**src/design/delta_frame_escape_rle_encoder_top_macros.svh**
```systemverilog
// ----------------------------------------------------------------------------
// delta_frame_escape_rle_encoder_top_macros
// Assertion helpers shared by the encoder modules.
// ----------------------------------------------------------------------------
`ifndef DELTA_FRAME_ESCAPE_RLE_ENCODER_TOP_MACROS_SVH
`define DELTA_FRAME_ESCAPE_RLE_ENCODER_TOP_MACROS_SVH

// same-cycle implication, checked outside reset
`define DFE_ASSERT_IMP(label, clk, rst, ante, cons, msg) \
   label: assert property (@(posedge clk) disable iff (rst) (ante) |-> (cons)) \
      else $error(msg);

// next-cycle implication, checked outside reset
`define DFE_ASSERT_NXT(label, clk, rst, ante, cons, msg) \
   label: assert property (@(posedge clk) disable iff (rst) (ante) |=> (cons)) \
      else $error(msg);

`endif

```
**src/design/dfe_pkg.sv**
```systemverilog
// ----------------------------------------------------------------------------
// dfe_pkg
// Shared types and constants of the delta frame escape rle encoder.
// ----------------------------------------------------------------------------
`default_nettype none

package dfe_pkg;

   localparam logic [7:0] MAX_RUN        = 8'd255;
   localparam logic [7:0] RESET_ESCAPE   = 8'd238;
   localparam logic [7:0] RESET_HOLDOVER = 8'd254;

   localparam int CSR_INDEX_W = 8;
   localparam logic [CSR_INDEX_W-1:0] REG_ESCAPE   = 8'd0;
   localparam logic [CSR_INDEX_W-1:0] REG_HOLDOVER = 8'd1;

   localparam int QUEUE_DEPTH = 4;
   localparam int QPTR_W      = $clog2(QUEUE_DEPTH);
   localparam int QCNT_W      = $clog2(QUEUE_DEPTH + 1);

   typedef enum logic [1:0] {
      SEG_NONE = 2'd0,
      SEG_LIT  = 2'd1,
      SEG_RUN  = 2'd2
   } seg_kind_type;

   // one closed run: either a literal group (1 or 2 pixels) or an escape run
   typedef struct packed {
      seg_kind_type kind;
      logic [1:0]   count;
      logic         esc;
      logic [7:0]   value;
      logic [7:0]   len_m1;
   } seg_type;

   // everything one pixel produces
   typedef struct packed {
      logic    method;
      logic    key;
      seg_type close_seg;
      seg_type flush_seg;
   } cmd_type;

endpackage

`default_nettype wire

```
**src/design/dfe_front.sv**
```systemverilog
// ----------------------------------------------------------------------------
// dfe_front
// Accepts pixels, applies the holdover substitution, tracks the pending run
// and hands a burst command to the queue.
// ----------------------------------------------------------------------------
`default_nettype none

`include "delta_frame_escape_rle_encoder_top_macros.svh"

module dfe_front import dfe_pkg::*; (
   input  wire logic       clock,
   input  wire logic       reset,
   input  wire logic [7:0] escape_code,
   input  wire logic [7:0] holdover_index,
   input  wire logic       in_valid,
   output logic            in_ready,
   input  wire logic [7:0] pixel,
   input  wire logic [7:0] prev_pixel,
   input  wire logic       prev_valid,
   input  wire logic       key_frame,
   input  wire logic       first_of_frame,
   input  wire logic       last_of_line,
   input  wire logic       q_full,
   output logic            push,
   output cmd_type         push_cmd
);

   logic [7:0] run_value_ff, run_value_in;
   logic [7:0] run_length_ff, run_length_in;
   logic       run_open_ff, run_open_in;

   logic       accept;
   logic [7:0] subst;
   logic       open_now;
   logic       extend;
   logic [7:0] new_value;
   logic [7:0] new_length;

   function automatic seg_type make_seg(input logic [7:0] val, input logic [7:0] len,
                                        input logic [7:0] esc_code);
      seg_type s;
      s = '0;
      s.value = val;
      if (len > 8'd2) begin
         s.kind   = SEG_RUN;
         s.len_m1 = len - 8'd1;
      end else begin
         s.kind  = SEG_LIT;
         s.count = len[1:0];
         s.esc   = (val == esc_code);
      end
      return s;
   endfunction

   assign in_ready = !q_full;
   assign accept   = in_valid && in_ready;

   always_comb begin
      if (key_frame) begin
         subst = (pixel == holdover_index) ? 8'd0 : pixel;
      end else if (prev_valid && pixel == prev_pixel) begin
         subst = holdover_index;
      end else begin
         subst = pixel;
      end

      // a frame start drops whatever run the previous line left open
      open_now   = run_open_ff && !first_of_frame;
      extend     = open_now && subst == run_value_ff && run_length_ff != MAX_RUN;
      new_value  = extend ? run_value_ff : subst;
      new_length = extend ? run_length_ff + 8'd1 : 8'd1;

      push_cmd        = '0;
      push_cmd.method = first_of_frame;
      push_cmd.key    = key_frame;
      push_cmd.close_seg.kind = SEG_NONE;
      push_cmd.flush_seg.kind = SEG_NONE;
      if (open_now && !extend) begin
         push_cmd.close_seg = make_seg(run_value_ff, run_length_ff, escape_code);
      end
      if (last_of_line) begin
         push_cmd.flush_seg = make_seg(new_value, new_length, escape_code);
      end

      push = accept && (first_of_frame || push_cmd.close_seg.kind != SEG_NONE
                        || push_cmd.flush_seg.kind != SEG_NONE);

      run_value_in  = run_value_ff;
      run_length_in = run_length_ff;
      run_open_in   = run_open_ff;
      if (accept) begin
         run_value_in  = new_value;
         run_length_in = last_of_line ? 8'd0 : new_length;
         run_open_in   = !last_of_line;
      end
   end

   always_ff @(posedge clock) begin
      if (reset) begin
         run_value_ff  <= 8'd0;
         run_length_ff <= 8'd0;
         run_open_ff   <= 1'b0;
      end else begin
         run_value_ff  <= run_value_in;
         run_length_ff <= run_length_in;
         run_open_ff   <= run_open_in;
      end
   end

   `DFE_ASSERT_NXT(a_eol_closes_run, clock, reset, accept && last_of_line, !run_open_ff, "run still open after line end")
   `DFE_ASSERT_NXT(a_run_opened, clock, reset, accept && !last_of_line, run_open_ff && run_length_ff != 8'd0, "pixel did not leave an open run")
   `DFE_ASSERT_IMP(a_frame_start_drops, clock, reset, push && push_cmd.method, push_cmd.close_seg.kind == SEG_NONE, "run closed across frame start")

endmodule

`default_nettype wire

```
**src/design/dfe_queue.sv**
```systemverilog
// ----------------------------------------------------------------------------
// dfe_queue
// Small command queue between the pixel front end and the byte serializer.
// ----------------------------------------------------------------------------
`default_nettype none

`include "delta_frame_escape_rle_encoder_top_macros.svh"

module dfe_queue import dfe_pkg::*; (
   input  wire logic    clock,
   input  wire logic    reset,
   input  wire logic    push,
   input  wire cmd_type push_cmd,
   output logic         full,
   input  wire logic    pop,
   output logic         not_empty,
   output cmd_type      head_cmd
);

   cmd_type             entry_ff [QUEUE_DEPTH];
   logic [QPTR_W-1:0]   wr_ptr_ff, wr_ptr_in;
   logic [QPTR_W-1:0]   rd_ptr_ff, rd_ptr_in;
   logic [QCNT_W-1:0]   count_ff, count_in;

   assign full      = (count_ff == QCNT_W'(QUEUE_DEPTH));
   assign not_empty = (count_ff != '0);
   assign head_cmd  = entry_ff[rd_ptr_ff];

   always_comb begin
      wr_ptr_in = push ? QPTR_W'((32'(wr_ptr_ff) + 1) % QUEUE_DEPTH) : wr_ptr_ff;
      rd_ptr_in = pop ? QPTR_W'((32'(rd_ptr_ff) + 1) % QUEUE_DEPTH) : rd_ptr_ff;
      unique case ({push, pop})
         2'b10:   count_in = count_ff + QCNT_W'(1);
         2'b01:   count_in = count_ff - QCNT_W'(1);
         default: count_in = count_ff;
      endcase
   end

   always_ff @(posedge clock) begin
      if (reset) begin
         wr_ptr_ff <= '0;
         rd_ptr_ff <= '0;
         count_ff  <= '0;
      end else begin
         wr_ptr_ff <= wr_ptr_in;
         rd_ptr_ff <= rd_ptr_in;
         count_ff  <= count_in;
      end
   end

   always_ff @(posedge clock) begin
      if (push) begin
         entry_ff[wr_ptr_ff] <= push_cmd;
      end
   end

   `DFE_ASSERT_IMP(a_no_overflow, clock, reset, push, !full, "push into full queue")
   `DFE_ASSERT_IMP(a_no_underflow, clock, reset, pop, not_empty, "pop from empty queue")

endmodule

`default_nettype wire

```
**src/design/dfe_back.sv**
```systemverilog
// ----------------------------------------------------------------------------
// dfe_back
// Expands queued burst commands into the byte stream, one byte per cycle while
// out_ready is high, through a registered output stage.
// ----------------------------------------------------------------------------
`default_nettype none

`include "delta_frame_escape_rle_encoder_top_macros.svh"

module dfe_back import dfe_pkg::*; (
   input  wire logic       clock,
   input  wire logic       reset,
   input  wire logic [7:0] escape_code,
   input  wire logic       q_valid,
   input  wire cmd_type    q_cmd,
   output logic            q_pop,
   output logic            out_valid,
   input  wire logic       out_ready,
   output logic [7:0]      out_byte,
   output logic            out_last
);

   cmd_type    cur_ff, cur_in;
   logic       cur_valid_ff, cur_valid_in;
   logic [2:0] idx_ff, idx_in;
   logic       out_valid_ff, out_valid_in;
   logic [7:0] out_byte_ff, out_byte_in;
   logic       out_last_ff, out_last_in;

   logic       load;
   logic       advance;
   logic       done;
   logic [2:0] method_n;
   logic [2:0] close_n;
   logic [2:0] flush_n;
   logic [2:0] total;
   logic [2:0] rel;
   logic [7:0] sel_byte;

   function automatic logic [2:0] seg_bytes(input seg_type s);
      logic [2:0] n;
      unique case (s.kind)
         SEG_RUN: n = 3'd3;
         SEG_LIT: n = s.esc ? {s.count, 1'b0} : {1'b0, s.count};
         default: n = 3'd0;
      endcase
      return n;
   endfunction

   function automatic logic [7:0] seg_byte(input seg_type s, input logic [2:0] k,
                                           input logic [7:0] esc_code);
      logic [7:0] b;
      unique case (s.kind)
         SEG_RUN: begin
            if (k == 3'd0) begin
               b = esc_code;
            end else if (k == 3'd1) begin
               b = s.len_m1;
            end else begin
               b = s.value;
            end
         end
         // escaped literal goes out as escape, 0
         SEG_LIT: b = (s.esc && k[0]) ? 8'd0 : s.value;
         default: b = s.value;
      endcase
      return b;
   endfunction

   always_comb begin
      method_n = {2'b00, cur_ff.method};
      close_n  = seg_bytes(cur_ff.close_seg);
      flush_n  = seg_bytes(cur_ff.flush_seg);
      total    = method_n + close_n + flush_n;
      rel      = idx_ff - method_n;

      priority if (idx_ff < method_n) begin
         sel_byte = {7'd0, cur_ff.key};
      end else if (rel < close_n) begin
         sel_byte = seg_byte(cur_ff.close_seg, rel, escape_code);
      end else begin
         sel_byte = seg_byte(cur_ff.flush_seg, rel - close_n, escape_code);
      end

      load    = !out_valid_ff || out_ready;
      advance = load && cur_valid_ff;
      done    = advance && (idx_ff == total - 3'd1);
      q_pop   = q_valid && (!cur_valid_ff || done);

      cur_in       = q_pop ? q_cmd : cur_ff;
      cur_valid_in = q_pop ? 1'b1 : (done ? 1'b0 : cur_valid_ff);
      idx_in       = (done || q_pop) ? 3'd0 : (advance ? idx_ff + 3'd1 : idx_ff);

      out_valid_in = load ? cur_valid_ff : out_valid_ff;
      out_byte_in  = advance ? sel_byte : out_byte_ff;
      out_last_in  = advance ? done : out_last_ff;
   end

   always_ff @(posedge clock) begin
      if (reset) begin
         cur_valid_ff <= 1'b0;
         idx_ff       <= 3'd0;
         out_valid_ff <= 1'b0;
      end else begin
         cur_valid_ff <= cur_valid_in;
         idx_ff       <= idx_in;
         out_valid_ff <= out_valid_in;
      end
   end

   always_ff @(posedge clock) begin
      cur_ff      <= cur_in;
      out_byte_ff <= out_byte_in;
      out_last_ff <= out_last_in;
   end

   assign out_valid = out_valid_ff;
   assign out_byte  = out_byte_ff;
   assign out_last  = out_last_ff;

   `DFE_ASSERT_IMP(a_idx_in_burst, clock, reset, cur_valid_ff, idx_ff < total, "byte index past end of burst")

endmodule

`default_nettype wire

```
**src/design/delta_frame_escape_rle_encoder_top.sv**
```systemverilog
// ----------------------------------------------------------------------------
// delta_frame_escape_rle_encoder_top
// Escape-code run-length encoder for indexed pixels with key/delta frames.
//
//   channel | prefix | direction | transfer
//   pixels  | req_   | in        | one pixel with previous-frame pixel and marks
//   bytes   | rsp_   | out       | one output byte, last_of_burst on the final one
//   config  | csr_   | in        | register write, no wait, no read-back
//
// The front end takes one pixel per cycle while the 4-entry command queue has
// room. The serializer sends one byte per cycle while rsp_ready is high.
// A burst's first byte passes through a queue entry, the serializer's command
// register and the output register before it appears on rsp_out_byte.
// Reset is synchronous; it clears the open run, the queue and the output stage.
// A stalled rsp_ready fills the queue and then drops req_ready.
// ----------------------------------------------------------------------------
`default_nettype none

module delta_frame_escape_rle_encoder_top import dfe_pkg::*; (
   input  wire logic                   clock,
   input  wire logic                   reset,
   input  wire logic                   req_valid,
   output logic                        req_ready,
   input  wire logic [7:0]             req_pixel,
   input  wire logic [7:0]             req_prev_pixel,
   input  wire logic                   req_prev_valid,
   input  wire logic                   req_key_frame,
   input  wire logic                   req_first_of_frame,
   input  wire logic                   req_last_of_line,
   output logic                        rsp_valid,
   input  wire logic                   rsp_ready,
   output logic [7:0]                  rsp_out_byte,
   output logic                        rsp_last_of_burst,
   input  wire logic                   csr_write_en,
   input  wire logic [CSR_INDEX_W-1:0] csr_index,
   input  wire logic [7:0]             csr_wdata
);

   logic [7:0] escape_ff, escape_in;
   logic [7:0] holdover_ff, holdover_in;

   logic    q_push;
   cmd_type q_push_cmd;
   logic    q_full;
   logic    q_pop;
   logic    q_not_empty;
   cmd_type q_head;

   always_comb begin
      escape_in   = escape_ff;
      holdover_in = holdover_ff;
      if (csr_write_en) begin
         if (csr_index == REG_ESCAPE) begin
            escape_in = csr_wdata;
         end else if (csr_index == REG_HOLDOVER) begin
            holdover_in = csr_wdata;
         end
      end
   end

   always_ff @(posedge clock) begin
      if (reset) begin
         escape_ff   <= RESET_ESCAPE;
         holdover_ff <= RESET_HOLDOVER;
      end else begin
         escape_ff   <= escape_in;
         holdover_ff <= holdover_in;
      end
   end

   dfe_front u_front (
      .clock          (clock),
      .reset          (reset),
      .escape_code    (escape_ff),
      .holdover_index (holdover_ff),
      .in_valid       (req_valid),
      .in_ready       (req_ready),
      .pixel          (req_pixel),
      .prev_pixel     (req_prev_pixel),
      .prev_valid     (req_prev_valid),
      .key_frame      (req_key_frame),
      .first_of_frame (req_first_of_frame),
      .last_of_line   (req_last_of_line),
      .q_full         (q_full),
      .push           (q_push),
      .push_cmd       (q_push_cmd)
   );

   dfe_queue u_queue (
      .clock     (clock),
      .reset     (reset),
      .push      (q_push),
      .push_cmd  (q_push_cmd),
      .full      (q_full),
      .pop       (q_pop),
      .not_empty (q_not_empty),
      .head_cmd  (q_head)
   );

   dfe_back u_back (
      .clock       (clock),
      .reset       (reset),
      .escape_code (escape_ff),
      .q_valid     (q_not_empty),
      .q_cmd       (q_head),
      .q_pop       (q_pop),
      .out_valid   (rsp_valid),
      .out_ready   (rsp_ready),
      .out_byte    (rsp_out_byte),
      .out_last    (rsp_last_of_burst)
   );

endmodule

`default_nettype wire

```
**config.mk**
```make
export PLATFORM = sky130hd
export DESIGN_NAME = delta_frame_escape_rle_encoder_top
export DESIGN_NICKNAME = d
export VERILOG_FILES = /design/src/design/dfe_pkg.sv /design/src/design/dfe_front.sv /design/src/design/dfe_queue.sv /design/src/design/dfe_back.sv /design/src/design/delta_frame_escape_rle_encoder_top.sv
export VERILOG_INCLUDE_DIRS = /design/src /design/src/design
export SDC_FILE = /design/constraint.sdc
export NUM_CORES = 1
export LEC_CHECK = 0
export BUFFER_PORTS_ARGS = -buffer_cell sky130_fd_sc_hd__buf_2
export CORE_UTILIZATION = 50
export DETAILED_ROUTE_END_ITERATION = 12
export PLACE_DENSITY_LB_ADDON = 0.3
export RECOVER_POWER = 50
export SLEW_MARGIN = 20
export SYNTH_ARGS = -nofsm -noshare
export SYNTH_HDL_FRONTEND = slang
export SYNTH_SLANG_ARGS = --single-unit
```
**constraint.sdc**
```tcl
create_clock -name clock -period 8.5 [get_ports clock]
set_clock_uncertainty 0.1 [all_clocks]
set_input_delay 1.7 -clock clock [delete_from_list [all_inputs] [get_ports clock]]
set_output_delay 1.7 -clock clock [all_outputs]
set_load 0.05 [all_outputs]
```
==> results of run 1 <==
==> power by group <==
part / switching (W) / leakage [nW] / internal (W)
clock: 0.000500 / 0.480 / 0.000814
sequential: 0.000114 / 2.47 / 0.00178
combinational: 0.000863 / 1.86 / 0.000527
total: 0.00148 / 4.82 / 0.00312
==> logic make-up (layout without fill, tap and decap cells) <==
| logic type | after synthesis | after routing | synth area share, % |
|---|---|---|---|
| multiplexers | 81 | 81 | 10.8 |
| AO/OA/AOI/OAI | 122 | 122 | 6.54 |
| adder cells (fa/ha/maj) | 26 | 26 | 2.76 |
| buffers and inverters | 108 | 150 | 3.64 |
| XOR/XNOR | 69 | 69 | 5.24 |
| AND/OR/NAND/NOR | 222 | 222 | 9.37 |
| flip-flops | 274 | 274 | 61.6 |
==> worst max-delay path, delay by kind of cell (launching register included) <==
kind                       cells  cell delay [ns]
AOI/OAI and AO/OA              1             0.69
xor gates and xnor gates       3             0.84
adders and majority gates      4             1.22
buffers and inverters          2             2.00
DFF                            1             0.44
and+or+nand+nor                4             0.96
==> state kept, by name, indices dropped and copies added (netlist names) <==
signal	cells
u_queue.entry_ff	176
u_back.cur_ff	44
escape_ff	8
holdover_ff	8
u_back.out_byte	8
u_front.run_length_ff	8
u_front.run_value_ff	8
u_back.idx_ff	3
u_queue.count_ff	3
u_queue.rd_ptr_ff	2
u_queue.wr_ptr_ff	2
u_back.cur_valid_ff	1
u_back.out_last	1
u_back.out_valid	1
u_front.run_open_ff	1
==> worst min-delay path by stage <==
stage                    startpoint                   end  slack, ns  cells after the start
2_1_floorplan   u_back.cur_valid_ff      u_back.out_valid       0.36                      2
3_3_place_gp   u_queue.wr_ptr_ff[1]  u_queue.wr_ptr_ff[1]       0.39                      2
3_5_place_dp       u_back.out_valid      u_back.out_valid       0.39                      2
4_1_cts            u_back.out_valid      u_back.out_valid       0.40                      2
5_1_grt        u_queue.wr_ptr_ff[1]  u_queue.wr_ptr_ff[1]       0.42                      2
6_report           u_back.out_valid      u_back.out_valid       0.40                      2
==> per-layer routing <==
metal / up-vias / global-route usage [%] / share of wire, %
li1: 3453 / - / -
met1: 3690 / 32.8 / 46
met2: 219 / 34.1 / 47
met3: 37 / 2.97 / 5.6
met4: 0 / 4.33 / 1.6
met5: - / 0 / 0
==> layout make-up <==
| class | count | area (sq um) | share of cell area [%] |
|---|---|---|---|
| repair buffers | 60 | 289 | 2.06 |
| well taps | 324 | 405 | 2.89 |
| multi-input cells | 520 | 4390 | 31.3 |
| flip-flops and latches | 274 | 7780 | 55.6 |
| inverters | 42 | 158 | 1.13 |
| clock inverters | 16 | 273 | 1.95 |
| clock buffers | 32 | 714 | 5.10 |
==> metrics by stage <==
| stage | utilization (%) | hold slack, ns |
|---|---|---|
| 6_report | 57.1 | 0.401 |
| 3_5_place_dp | 53.3 | 0.389 |
| 5_1_grt | 57.1 | 0.424 |
| 2_1_floorplan | - | 0.360 |
| 3_3_place_gp | 53.3 | 0.387 |
| 4_1_cts | 57.3 | 0.399 |
==> placed cells by master (no fill, tap or decap), types with 18 or more instances in the layout <==
master | netlist | routed
nor3_1 | 18 | 18
xor2_1 | 27 | 27
mux4_2 | 44 | 44
dfxtp_1 | 45 | 44
a211oi_1 | 30 | 30
clkbuf_16 | 0 | 27
xnor2_1 | 36 | 36
clkbuf_1 | 42 | 22
nand2_1 | 37 | 37
nor2_1 | 72 | 72
ha_1 | 23 | 23
mux2i_1 | 34 | 34
a21oi_1 | 29 | 29
edfxtp_1 | 229 | 229
inv_1 | 42 | 42
buf_2 | 11 | 36
==> run_results.csv, run 1 <==
group,metric,value,unit
timing,maxSlewHeadroom,-99.0,%
run_status,violations,"capacitance limit, slew limit",
timing,fmax,158,MHz
detailed_routing,wl,27.9,mm
timing,min_period,6.32,ns
hold_path,hp-class,"reg2reg",
yosys,synth-edff-count,229,
final_layout,n_antenna_cell,0,
floorplanning,initial_core_util,51.5,%
floorplanning,die-area,25900,sq um
floorplanning,fp.coreArea,24500,sq um
global_routing,grt_pass1_vias,7127,
critical_path,worst_r2r_endpoint,"u_queue.rd_ptr_ff[1]",
clocking,cts_buffer_depth,3,
placement,place_inst,1220,
critical_path,crit_type,"reg2reg",
timing,hold_viol_final,0,
detailed_routing,antenna_left,0,
clocking,cts_root_buf,"clkbuf_16",
placement,pre_cts_slack,2.60,ns
detailed_routing,viasPerCell,5.84,
yosys,syn_area,12600,sq um
global_routing,gr-total-overflow,0,
floorplanning,row_count,57,
floorplanning,die_y,161,microns
yosys,synth.distinct_cells,69,
timing,setup_tns,0,ns
yosys,ys_async_sr_fraction,0,%
yosys,syn_nets,969,
critical_path,path_common_cell,"ha_1",
floorplanning,die_w,161,microns
yosys,yosys_warnings,0,
yosys,synth.area.top_cells,"edfxtp_1, mux4_2, dfxtp_1, mux2i_1, xnor2_1",
clocking,post-cts-setup-buffers,0,
global_routing,grt_first_pass_wirelength,42.8,mm
power,p_leak,4.82,nW
placement,place_hpwl,18.5,mm
critical_path,timing.rr.start,"u_back.cur_ff[20]",
clocking,htree_levels,1,
yosys,synth_area_per_cell,14.0,sq um
final_layout,final_cells,1268,
detailed_routing,post-route-drc-count,0,
timing,drv_slew,127,
yosys,synth_most_common_cell,"edfxtp_1",
global_routing,grt_max_degree,47,
clocking,clock-sinks,274,
final_layout,finalInstanceArea,14000,sq um
yosys,ys_ff_latch,274,
critical_path,path_cells,"ha_1, or2_2, ha_1, inv_1, ha_1, fa_1, xnor3_1, xnor3_1, nand4_1, a21oi_1, clkbuf_1, nand2_1, xor2_1, nor2_1",
timing,fin_crit_sh,74.3,%
global_routing,antenna_found_initial,0,
final_layout,num-fill-cells,1979,
timing,worst_pin_slew,2.98,ns
clocking,post_cts_resized,0,
yosys,synthCells,902,
critical_path,reg2reg_depth,14,
run_status,status,"finished, violations left",
yosys,ys.flop_type,"edfxtp_1",
critical_path,crit_slowest_cell,"clkbuf_1",
timing,setup_viol,0,
global_routing,grt_use_total,21.8,%
clocking,hold_buffers,0,
critical_path,worstSetupStartpointType,"register",
yosys,ys_seq_area_share,61.6,%
critical_path,rrSetupSlack,2.18,ns
critical_path,arrival,6.68,ns
power,finalPower,0.00460,W
run,maxCapViolCount,3,
detailed_routing,wl_per_cell,22.0,microns
critical_path,cp-startpoint,"u_back.cur_ff[20]",
clocking,clkTransAtPathRegs,0.06,ns
detailed_routing,dr.pass1.iters,5,
critical_path,end_kind,"register",
detailed_routing,num_vias,7399,
final_layout,drive_gt1_share,16.0,%
detailed_routing,drtIter0Drc,725,
placement,dpl_cell_area,13100,sq um
placement,portBuffers,51,
clocking,clkLatencyLatePin,0.54,ns
clocking,cts_tree,"done",
yosys,synth_top_area_share,54.5,%
clocking,numCtsBuffers,27,
critical_path,cp_max_fo,46,
floorplanning,io_pins,52,
critical_path,max_stage_delay,1.96,ns
critical_path,worstPathRequired,8.87,ns
final_layout,area_growth,11.0,%
power,power_density,329,nW/um^2
critical_path,cp-endpoint,"u_queue.rd_ptr_ff[1]",
timing,rsz0062_at_grt,"false",
yosys,synth_area_leader_cell,"edfxtp_1",
timing,fin_ws,2.18,ns
power,irDropWorstVdd,0.276,mV
final_layout,nets,992,
yosys,synthTopCellsByCount,"edfxtp_1, nor2_1, dfxtp_1",
placement,gp_congestion,0.862,
Power figures use the tool's default switching activity.
==> run 2: changes to the inputs <==
--- a/config.mk
+++ b/config.mk
@@ -6,6 +6,7 @@
 export SDC_FILE = /design/constraint.sdc
 export NUM_CORES = 1
 export LEC_CHECK = 0
+export ABC_AREA = 1
 export BUFFER_PORTS_ARGS = -buffer_cell sky130_fd_sc_hd__buf_2
 export CORE_UTILIZATION = 50
 export DETAILED_ROUTE_END_ITERATION = 12
==> constraint.sdc (replaced) <==
create_clock -name clock -period 6.4 [get_ports clock]
set_clock_uncertainty 0.1 [all_clocks]
set_input_delay 1.28 -clock clock [delete_from_list [all_inputs] [get_ports clock]]
set_output_delay 1.28 -clock clock [all_outputs]
set_load 0.05 [all_outputs]
==> run_results.csv, run 2 <==
group,metric,value,unit
run_status,status,"finished, violations left",
yosys,synthCells,1223,
run,maxCapViolCount,2,
clocking,clock-sinks,274,
global_routing,grt_first_pass_wirelength,46.0,mm
final_layout,n_antenna_cell,0,
detailed_routing,wl_met2,13.3,mm
floorplanning,initial_core_util,51.3,%
yosys,synth_most_common_cell,"edfxtp_1",
floorplanning,io_pins,52,
critical_path,path_cells,"clkbuf_1, clkinv_1, nand3_1, nand2_1, nand2_1, nand2_1, nor2_2, nand3_1, nor2_4, inv_1, nand2_1, nand2_1, nand2_1, nor2_4, clkbuf_2",
run_status,violations,"capacitance limit, slew limit",
timing,rsz0062_at_grt,"false",
final_layout,num-fill-cells,2100,
detailed_routing,post-route-drc-count,0,
power,irDropWorstVdd,0.431,mV
critical_path,worst-path-buf-inv,4,
timing,setup_viol,0,
floorplanning,die_y,161,microns
critical_path,end_kind,"register",
placement,portBuffers,51,
global_routing,grt_use_total,22.8,%
floorplanning,row_count,57,
final_layout,top_regs,"u_queue.entry_ff: 176 flops, u_back.cur_ff: 44 flops",
global_routing,grt_max_degree,91,
yosys,ys_async_sr_fraction,0,%
critical_path,worstSetupStartpointType,"input pin",
placement,gp_congestion,0.923,
detailed_routing,num_vias,8980,
hold_path,hp-class,"reg2reg",
final_layout,final_common_cell,"edfxtp_1",
critical_path,path_common_cell,"nand2_1",
final_layout,finalInstanceArea,14000,sq um
yosys,synth.distinct_cells,48,
yosys,ys_ff_latch,274,
detailed_routing,wl_met1,13.3,mm
detailed_routing,wl,29.0,mm
yosys,synth_area_per_cell,10.3,sq um
power,p_leak,5.39,nW
detailed_routing,wl_per_cell,17.9,microns
timing,fmax,193,MHz
global_routing,antenna_found_initial,0,
critical_path,cp_top_family,"simple AND/OR/NAND/NOR gates",
timing,worst_pin_slew,1.80,ns
detailed_routing,dr.pass1.iters,5,
floorplanning,fp.coreArea,24500,sq um
detailed_routing,antenna_left,0,
clocking,post-cts-setup-buffers,0,
detailed_routing,top_layer_used,"met4",
placement,place_hpwl,18.8,mm
clocking,clkTransAtPathRegs,0.06,ns
timing,hold_viol_final,0,
clocking,cts_tree,"done",
power,power_density,452,nW/um^2
yosys,synth-edff-count,229,
yosys,yosys_warnings,0,
timing,setup_tns,0,ns
critical_path,arrival,5.07,ns
final_layout,nets,1337,
clocking,cts_root_buf,"clkbuf_16",
timing,maxSlewHeadroom,-19.9,%
timing,fin_crit_sh,81.0,%
yosys,synth_top_area_share,54.6,%
final_layout,area_growth,11.2,%
detailed_routing,viasPerCell,5.56,
clocking,post_cts_resized,0,
final_layout,largest_register_ffs,176,
global_routing,grt_pass1_vias,8561,
yosys,ys.flop_type,"edfxtp_1",
critical_path,cp_max_fo,44,
yosys,syn_area,12600,sq um
clocking,numCtsBuffers,28,
global_routing,gr-total-overflow,0,
detailed_routing,drtIter0Drc,863,
clocking,hold_buffers,0,
clocking,htree_levels,1,
yosys,synthTopCellsByCount,"edfxtp_1, nor2_1, nand2_1",
placement,dpl_cell_area,13200,sq um
final_layout,drive_gt1_share,9.22,%
final_layout,layout_common_cells,"edfxtp_1, nand2_1, nor2_1",
critical_path,worstPathRequired,6.29,ns
final_layout,regMostFlops,"u_queue.entry_ff",
yosys,ys_seq_area_share,61.8,%
critical_path,max_stage_delay,0.76,ns
yosys,synth.area.top_cells,"edfxtp_1, dfxtp_1, nor2_1, o21ai_0, nand2_1",
clocking,clkLatencyLatePin,0.54,ns
timing,min_period,5.18,ns
critical_path,crit_slowest_cell,"clkbuf_2",
critical_path,crit_type,"in2reg",
yosys,syn_nets,1290,
floorplanning,die-area,25800,sq um
floorplanning,die_w,161,microns
detailed_routing,met3_length,1.79,mm
clocking,cts_buffer_depth,3,
yosys,synth_area_leader_cell,"edfxtp_1",
timing,drv_slew,93,
[run 2: area by class of cell]
type | count | area [sq um] | share of cell area (%)
clock buffer | 40 | 818 | 5.85
clock inverter | 11 | 109 | 0.778
inverter | 128 | 480 | 3.43
multi-input combinational | 780 | 4120 | 29.4
sequential | 274 | 7780 | 55.6
tap | 324 | 405 | 2.90
timing repair buffer | 58 | 283 | 2.02
[run 2: logic make-up after synthesis]
group	synth area share [%]
simple gates	15.2
compound gates	12.7
flops	61.8
buf+inv	5.14
xor+xnor	2.42
fa+ha+maj	2.76
[run 2: worst paths after layout]
| check | start | endpoint | slack (ns) | depth (start not counted) |
|---|---|---|---|---|
| max reg2reg | u_front.run_length_ff[0] | u_queue.entry_ff[2][31] | 1.92 | 17 |
| min | u_queue.count_ff[0] | u_queue.count_ff[0] | 0.38 | 1 |
| max | req_key_frame | u_queue.entry_ff[2][31] | 1.22 | 15 |
| min reg2reg | u_queue.count_ff[0] | u_queue.count_ff[0] | 0.38 | 1 |
[run 2: per-layer routing]
metal	global-route usage, %	vias to the layer above
met3	2.82	43
met4	6.02	0
met1	32.7	4303
li1	-	4338
met2	36.8	296
met5	0	-
[run 2: metrics by stage]
| step | utilization [%] | setup WS [ns] | instances | hold slack (ns) | power (W) |
|---|---|---|---|---|---|
| 2_1_floorplan | - | 0.336 | 1223 | 0.344 | 0.00406 |
| 3_3_place_gp | 53.7 | 1.53 | 1564 | 0.360 | 0.00467 |
| 3_5_place_dp | 53.7 | 1.47 | 1564 | 0.370 | 0.00472 |
| 4_1_cts | 57.5 | 1.93 | 1615 | 0.386 | 0.00634 |
| 5_1_grt | 57.0 | 0.774 | 1615 | 0.400 | 0.00669 |
| 6_report | 57.0 | 1.22 | 1615 | 0.384 | 0.00632 |
[run 2: power by group]
part           internal [W]  switching, W  total [W]
logic              0.000627       0.00152    0.00215
registers           0.00238      0.000181    0.00256
clock network      0.000968      0.000646    0.00161
total               0.00397       0.00235    0.00632
